===== src/hdl/sra_pkg.sv =====
// Shared types, codes and constants of the spectrum resample aggregate unit.
package sra_pkg;

   localparam int BIN_DEPTH_DEF   = 512;
   localparam int SWEEP_DEPTH_DEF = 512;
   localparam int FRAC_BITS_DEF   = 8;

   localparam int VALUE_W  = 24;
   localparam int FREQ_W   = 32;
   localparam int INDEX_W  = 9;
   localparam int HITS_W   = 16;
   localparam int ACCUM_W  = 32;
   localparam int REQ_DATA_W = 104;
   localparam int RSP_DATA_W = 40;

   localparam int HOLD_START = 1000 * 256;
   localparam int VAL_MAX    = 8388607;
   localparam int VAL_MIN    = -8388608;
   localparam logic [HITS_W-1:0] HITS_MAX = 16'hFFFF;

   // action codes on the request tuser
   localparam logic [1:0] ACT_CLEAR = 2'd0;
   localparam logic [1:0] ACT_PUSH  = 2'd1;
   localparam logic [1:0] ACT_READ  = 2'd2;

   // aggregation modes; any other code averages
   localparam logic [1:0] MODE_MIN = 2'd0;
   localparam logic [1:0] MODE_MAX = 2'd1;

   // register indexes
   localparam logic [1:0] REG_AGG_MODE   = 2'd0;
   localparam logic [1:0] REG_BIN_COUNT  = 2'd1;
   localparam logic [1:0] REG_GRID_START = 2'd2;
   localparam logic [1:0] REG_GRID_STOP  = 2'd3;

   typedef enum logic [1:0] {
      CMD_CLEAR,
      CMD_PUSH,
      CMD_READ
   } cmd_kind_type;

   typedef struct packed {
      cmd_kind_type        kind;
      logic [VALUE_W-1:0]  sample_value;
      logic                sample_last;
      logic [FREQ_W-1:0]   sweep_start_freq;
      logic [FREQ_W-1:0]   sweep_stop_freq;
      logic [INDEX_W-1:0]  bin_index;
   } cmd_type;

   typedef struct packed {
      logic pop;
      logic init_busy;
   } status_type;

   typedef struct packed {
      logic [1:0]        agg_mode;
      logic [9:0]        bin_count;
      logic [FREQ_W-1:0] grid_start_freq;
      logic [FREQ_W-1:0] grid_stop_freq;
   } cfg_type;

   typedef enum logic [4:0] {
      S_INIT,
      S_IDLE,
      S_CLEAR,
      S_MERGE_CHK,
      S_STEP_DIV,
      S_BIN,
      S_MUL,
      S_DIV_GO,
      S_POS_DIV,
      S_POS,
      S_RD_LO,
      S_RD_HI,
      S_CALC,
      S_WR,
      S_NEXT,
      S_READ,
      S_READ_CALC,
      S_READ_DIV,
      S_RESP
   } state_type;

endpackage


===== src/hdl/sra_front.sv =====
// Request intake: decodes the action and queues commands for the back end.
module sra_front (
   input  logic                            clock,
   input  logic                            reset,
   input  logic                            req_tvalid,
   output logic                            req_tready,
   input  logic [sra_pkg::REQ_DATA_W-1:0]  req_tdata,
   input  logic                            req_tlast,
   input  logic [1:0]                      req_tuser,
   input  sra_pkg::status_type             status,
   output logic                            head_valid,
   output sra_pkg::cmd_type                head
);

   sra_pkg::cmd_type entry_ff [2];
   sra_pkg::cmd_type cmd;
   logic             wr_ptr_ff, wr_ptr_in;
   logic             rd_ptr_ff, rd_ptr_in;
   logic [1:0]       count_ff, count_in;
   logic             accept, keep, pop;

   assign req_tready = (count_ff != 2'd2) && !status.init_busy;
   assign accept     = req_tvalid && req_tready;
   assign pop        = status.pop && (count_ff != 2'd0);

   always_comb begin
      cmd.sample_value     = req_tdata[23:0];
      cmd.sweep_start_freq = req_tdata[55:24];
      cmd.sweep_stop_freq  = req_tdata[87:56];
      cmd.bin_index        = req_tdata[96:88];
      cmd.sample_last      = req_tlast;
      keep = 1'b1;
      case (req_tuser)
         sra_pkg::ACT_CLEAR: cmd.kind = sra_pkg::CMD_CLEAR;
         sra_pkg::ACT_PUSH:  cmd.kind = sra_pkg::CMD_PUSH;
         sra_pkg::ACT_READ:  cmd.kind = sra_pkg::CMD_READ;
         default: begin
            // unknown action: take the request and drop it
            cmd.kind = sra_pkg::CMD_CLEAR;
            keep     = 1'b0;
         end
      endcase
   end

   always_comb begin
      wr_ptr_in = wr_ptr_ff;
      rd_ptr_in = rd_ptr_ff;
      count_in  = count_ff;
      if (accept && keep) begin
         wr_ptr_in = !wr_ptr_ff;
      end
      if (pop) begin
         rd_ptr_in = !rd_ptr_ff;
      end
      count_in = count_ff + {1'b0, accept && keep} - {1'b0, pop};
   end

   always_ff @(posedge clock) begin
      if (reset) begin
         wr_ptr_ff <= 1'b0;
         rd_ptr_ff <= 1'b0;
         count_ff  <= '0;
      end else begin
         wr_ptr_ff <= wr_ptr_in;
         rd_ptr_ff <= rd_ptr_in;
         count_ff  <= count_in;
      end
      if (accept && keep) begin
         entry_ff[wr_ptr_ff] <= cmd;
      end
   end

   assign head_valid = (count_ff != 2'd0);
   assign head       = entry_ff[rd_ptr_ff];

endmodule


===== config.mk =====
export PLATFORM = sky130hd
export DESIGN_NAME = sra_front
export DESIGN_NICKNAME = d
export VERILOG_FILES = /design/src/hdl/sra_pkg.sv /design/src/hdl/sra_front.sv
export SDC_FILE = /design/constraint.sdc
export NUM_CORES = 1
export LEC_CHECK = 0
export CORE_MARGIN = 2
export CORE_UTILIZATION = 59
export CTS_BUF_LIST = sky130_fd_sc_hd__clkbuf_4 sky130_fd_sc_hd__clkbuf_8
export CTS_CLUSTER_DIAMETER = 40
export DETAILED_ROUTE_END_ITERATION = 10
export DONT_BUFFER_PORTS = 1
export PLACE_DENSITY = 0.87
export SETUP_SLACK_MARGIN = 0.15
export SLEW_MARGIN = 5
export SYNTH_ARGS = -nofsm -noshare
export SYNTH_HDL_FRONTEND = slang
export SYNTH_SLANG_ARGS = --single-unit

===== constraint.sdc =====
create_clock -name clock -period 6.1 [get_ports clock]
set_input_delay 0.915 -clock clock [delete_from_list [all_inputs] [get_ports clock]]
set_output_delay 0.915 -clock clock [all_outputs]
set_load 0.005 [all_outputs]

==> qor.yml, run 1 <==
finalMaxSlewViolations: 0
synthArstFlopShare: 0
worstHoldPathType: "in2reg"
syn-num-nets: 455
final-hold-violation-count: 0
synth_top_area_cell: "edfxtp_1"
power.share.clock: 0.343
cp.arrival_ps: 2390
status: "finished clean"
fillCellCount: 803
whs_ps: 495
grt_remaining_overflow: 0
post_drt_via_cell_ratio: 5.58
grt_pass1_wl_microns: 17500
yosys.cell_types.count: 20
yosysTopAreaCellShare: 0.805
pwr_density_cell_nw_per_um2: 390
total_power_mw: 3.24
min_period_ps: 3310
cp-start-kind: "flip-flop"
p_int_mw: 2.46
path_max_fanout: 58
dr.first_iter.drc_count: 263
p_comb_frac: 0.123
synthesis.area_sq_um: 7460
io_buffers: 0
max_clock_freq_mhz: 303
die_area_sq_um: 13600
antenna_found_initial: 0
max_cap_violations: 0
dp_hpwl_microns: 7810
synth.area.top_cells: "edfxtp_1 (81%), mux2_1 (15%), dfxtp_1 (1.3%)"
root_buffer: "clkbuf_8"
path_class: "reg2out"
switching_share: 0.241
final_design_area_no_fill_sq_um: 8310
seqPwrFrac: 0.534
start_util: 0.598
dpl_cell_area_sq_um: 7660
dr.pass1.iters: 4
num_rows: 41
synthFlopType: "edfxtp_1"
cts_resized: 0
stdcell_count: 563
p_sw_mw: 0.780
synth-edff-count: 200
cts_num_sinks: 205
grt_max_degree: 59
avgSynthCellArea_sq_um: 21.9
seq_area_frac_synth: 0.819
numCtsBuffers: 34
fp.dieW_microns: 116
cts_setup_buffers: 0
ys_ff_latch: 205
fin_ws_ps: 2790
syn_inst: 341
htree_levels: 2
insertion_delay_ps: 480
post-place-ws_ps: 2940
die_h_microns: 116
fin_util: 0.666
fp.coreArea_sq_um: 12500
final_nets: 484
p_leak_nw: 2.71
cts_buffer_depth: 3
maxSlewHeadroom: 0.485
drt-wirelength-per-cell_microns: 21.8
cts_hold_repair.buffers: 0
track_usage: 0.172
grt_setup_unrepaired: "false"
ys_warn_count: 0
grt_pass1_vias: 3343
setup_viol: 0
yosys-top-cells-count: "edfxtp_1 (200), mux2_1 (100), buf_2 (11)"
post-synth-top-count-cell: "edfxtp_1"
finalCritPeriodShare: 0.542
ir_drop_v: 0.000295
areaGrowthSynthToFinish_pct: 11.4
clkTransAtPathRegs_ps: 60
cp.required_ps: 5180
drive_gt1_frac: 0.164
diodes: 0
register_area_sq_um: 6110
tns_ps: 0
worstMarginPinSlew_ps: 772
ant_nets: 0
worst_setup_path_end_kind: "output pin"
multi_input_area_sq_um: 1290
drcViolationCount: 0
clock-skew-final_ps: 30.0
num_vias: 3143
wl_microns: 12300
place_inst: 506
gp_congestion: 0.755
cts_tree: "done"
pin_count: 214
[worst max-delay path, stage by stage (launching register included)]
cell     delay, ps
dfxtp_4        850
buf_4          590
mux2_1         450
[per-layer routing]
metal  GRT usage  part of all wire  up-vias
met4      0.0833             0.030        0
met3      0.0752              0.11       31
met5           0                 0        -
met2       0.301              0.53      166
li1            -                 -     1404
met1       0.176              0.33     1542
[sequential cells by signal, indices dropped and copies added, names as in the netlist, named ones only]
name,count
wr_ptr_ff,1
entry_ff,200
rd_ptr_ff,1
count_ff,2
[power groups by stage]
| stage | Clock [mW] | Combinational (mW) | Sequential, mW |
|---|---|---|---|
| finish | 1.11 | 0.399 | 1.73 |
| global route | 1.20 | 0.433 | 1.75 |
| CTS | 1.14 | 0.409 | 1.73 |
| detailed placement | 0 | 0.402 | 1.76 |
| global placement | 0 | 0.397 | 1.75 |
| floorplan | 0 | 0.379 | 1.70 |
[kinds of logic after synthesis]
logic type      Yosys count  share of synthesized area
compound gates            4                    0.00419
xor+xnor                  2                    0.00235
fa+ha+maj                 2                    0.00335
buf+inv                  14                    0.00889
flops                   205                      0.819
mux                     100                      0.151
simple gates             14                     0.0116
[area by class of cell]
class / instances / share of cell area
clock inverters: 7 / 0.00452
inverters: 3 / 0.00166
clock buffers: 50 / 0.0731
repair buffers: 4 / 0.00362
well taps: 172 / 0.0259
multi-input cells: 122 / 0.156
flip-flops and latches: 205 / 0.736
[cells in the final DEF (no fill, tap or decap)]
master,instances
clkbuf_8,37
a21bo_1,1
nor2_4,1
edfxtp_1,200
clkinv_1,3
ha_1,2
clkbuf_4,13
mux2_1,100
o31ai_1,1
dfxtp_4,1
clkinvlp_4,1
or4_4,1
clkinv_4,1
or3_1,1
nor2_1,4
nor2b_4,1
inv_1,2
or2_1,1
and2_1,1
a21oi_1,1
nor3_1,1
dfxtp_1,4
buf_4,4
o21a_2,1
nor2b_1,3
inv_4,1
xor2_1,1
xnor2_1,1
clkinv_2,2
[worst paths after layout]
path                from               to  slack (ps)  depth (start not counted)
max            flip-flop         head[94]        2790                          2
min                reset        flip-flop         500                          1
max reg2reg  count_ff[1]  entry_ff[0][60]        3470                          4
min reg2reg    wr_ptr_ff        wr_ptr_ff         510                          2
Note: power is estimated with default switching activity, not from simulation.
==> run 2, diff against run 1 <==
==> constraint.sdc (replaced) <==
create_clock -name clock -period 2.8 [get_ports clock]
set_input_delay 0.42 -clock clock [delete_from_list [all_inputs] [get_ports clock]]
set_output_delay 0.42 -clock clock [all_outputs]
set_load 0.005 [all_outputs]
==> qor.yml, run 2 (same netlist as run 1, synthesis figures left out) <==
grt_max_degree: 56  # -5.1%
cp.required_ps: 2380  # -2800 ps
cts_resized: 0  # unchanged
drt-wirelength-per-cell_microns: 23.1  # +6.0%
path_class: "reg2out"
finalCritPeriodShare: 0.855
start_util: 0.598  # unchanged
insertion_delay_ps: 510  # +30 ps
drcViolationCount: 0  # unchanged
grt_pass1_vias: 3564  # +6.6%
status: "finished clean"
final_nets: 565  # +17%
track_usage: 0.196  # +0.0240
diodes: 0  # unchanged
pwr_density_cell_nw_per_um2: 794  # +100%
die_h_microns: 116  # unchanged
dp_hpwl_microns: 7990  # +2.3%
largest_register_ffs: 200  # unchanged
reg.largest.list: "entry_ff (200), count_ff (2)"
reg2reg_depth: 4  # unchanged
whs_ps: 36.2  # -459 ps
ant_nets: 0  # unchanged
post-place-ws_ps: 677  # -2260 ps
pin_count: 214  # unchanged
fillCellCount: 691  # -14%
dr.pass1.iters: 4  # unchanged
cp.arrival_ps: 1980  # -410 ps
setup_viol: 0  # unchanged
register_area_sq_um: 6110  # unchanged
fp.coreArea_sq_um: 12500  # unchanged
final-hold-violation-count: 0  # unchanged
cts_num_sinks: 205  # unchanged
ir_drop_v: 0.000715  # +140%
final_common_cell: "edfxtp_1"
cts_hold_repair.buffers: 30  # +30
numCtsBuffers: 34  # unchanged
clock-skew-final_ps: 22.8  # -7.15 ps
antenna_found_initial: 0  # unchanged
gp_congestion: 0.724  # -4.1%
worstSetupEndpoint: "head[1]"
finalMaxSlewViolations: 0  # unchanged
fin_ws_ps: 405  # -2390 ps
rrSetupSlack_ps: 720  # -2750 ps
drive_gt1_frac: 0.135  # -0.0287
cp-start-kind: "flip-flop"
max_cap_violations: 0  # unchanged
p_leak_nw: 3.03  # +12%
grt_setup_unrepaired: "false"
grt_remaining_overflow: 0  # unchanged
clkTransAtPathRegs_ps: 60  # about the same
path_max_fanout: 37  # -36%
htree_levels: 2  # unchanged
fp.dieW_microns: 116  # unchanged
wl_microns: 14900  # +22%
layout_common_cells: "edfxtp_1 (200), mux2_1 (100), dlygate4sd3_1 (79), clkbuf_8 (34)"
maxSlewHeadroom: 0.566  # +0.0811
cts_tree: "done"
cts_buffer_depth: 3  # unchanged
min_period_ps: 2400
worstMarginPinSlew_ps: 650  # -122 ps
num_rows: 41  # unchanged
root_buffer: "clkbuf_8"
worst_setup_path_end_kind: "output pin"
areaGrowthSynthToFinish_pct: 22.5
cts_setup_buffers: 0  # unchanged
worstHoldPathType: "in2reg"
r2r_end: "entry_ff[0][54]"
io_buffers: 0  # unchanged
top_register: "entry_ff"
max_clock_freq_mhz: 418
dr.first_iter.drc_count: 275  # +4.6%
num_vias: 3588  # +14%
post_drt_via_cell_ratio: 5.55  # -0.51%
multi_input_area_sq_um: 1300  # +0.39%
grt_pass1_wl_microns: 19700  # +13%
die_area_sq_um: 13600  # unchanged
r2r-start: "count_ff[0]"
==> run 2: power by group <==
| part | internal (mW) | total (mW) | switching [mW] |
|---|---|---|---|
| combinational | 0.501 | 1.10 | 0.595 |
| clock | 1.26 | 2.41 | 1.15 |
| sequential | 3.59 | 3.74 | 0.153 |
| total | 5.35 | 7.25 | 1.90 |
==> run 2: through the flow <==
stage               instance area [sq um]  power, mW  setup TNS, ps  instances  utilization
floorplan                            7470       4.52          -8730        341            -
global placement                     7720       4.71              0        508        0.619
detailed placement                   7720       4.76              0        508        0.619
CTS                                  8640       7.16              0        597        0.693
global route                         9130       7.53              0        646        0.733
finish                               9130       7.25              0        646        0.733
==> run 2: layer usage <==
metal | part of all wire | vias to the layer above | track usage
met5 | 0 | - | 0
met4 | 0.017 | 0 | 0.0770
met3 | 0.10 | 23 | 0.0861
met2 | 0.53 | 192 | 0.332
met1 | 0.35 | 1800 | 0.219
li1 | - | 1573 | -
==> run 2: area by class of cell <==
class / instances / share of cell area
multi-input combinational: 122 / 0.142
inverter: 3 / 0.00164
clock buffer: 42 / 0.0578
sequential: 205 / 0.669
clock inverter: 17 / 0.0103
timing repair buffer: 85 / 0.0956
tap: 172 / 0.0236
==> run 2: worst min-delay path by stage <==
| stage | from | endpoint | slack, ps | cells past startpoint |
|---|---|---|---|---|
| 4_1_cts | req_tdata[52] | entry_ff[0][69] | 0.8 | 0 |
| 5_1_grt | req_tdata[55] | entry_ff[0][72] | 3 | 0 |
| 2_1_floorplan | wr_ptr_ff | wr_ptr_ff | 460 | 2 |
| 3_5_place_dp | wr_ptr_ff | wr_ptr_ff | 480 | 2 |
| 6_report | req_tdata[49] | entry_ff[1][66] | 40 | 0 |
| 3_3_place_gp | wr_ptr_ff | wr_ptr_ff | 470 | 2 |
==> run 2: worst max-delay path, cell delays in order (launching register included) <==
cell     delay, ps
dfxtp_4        700
buf_4          370
mux2_1         400
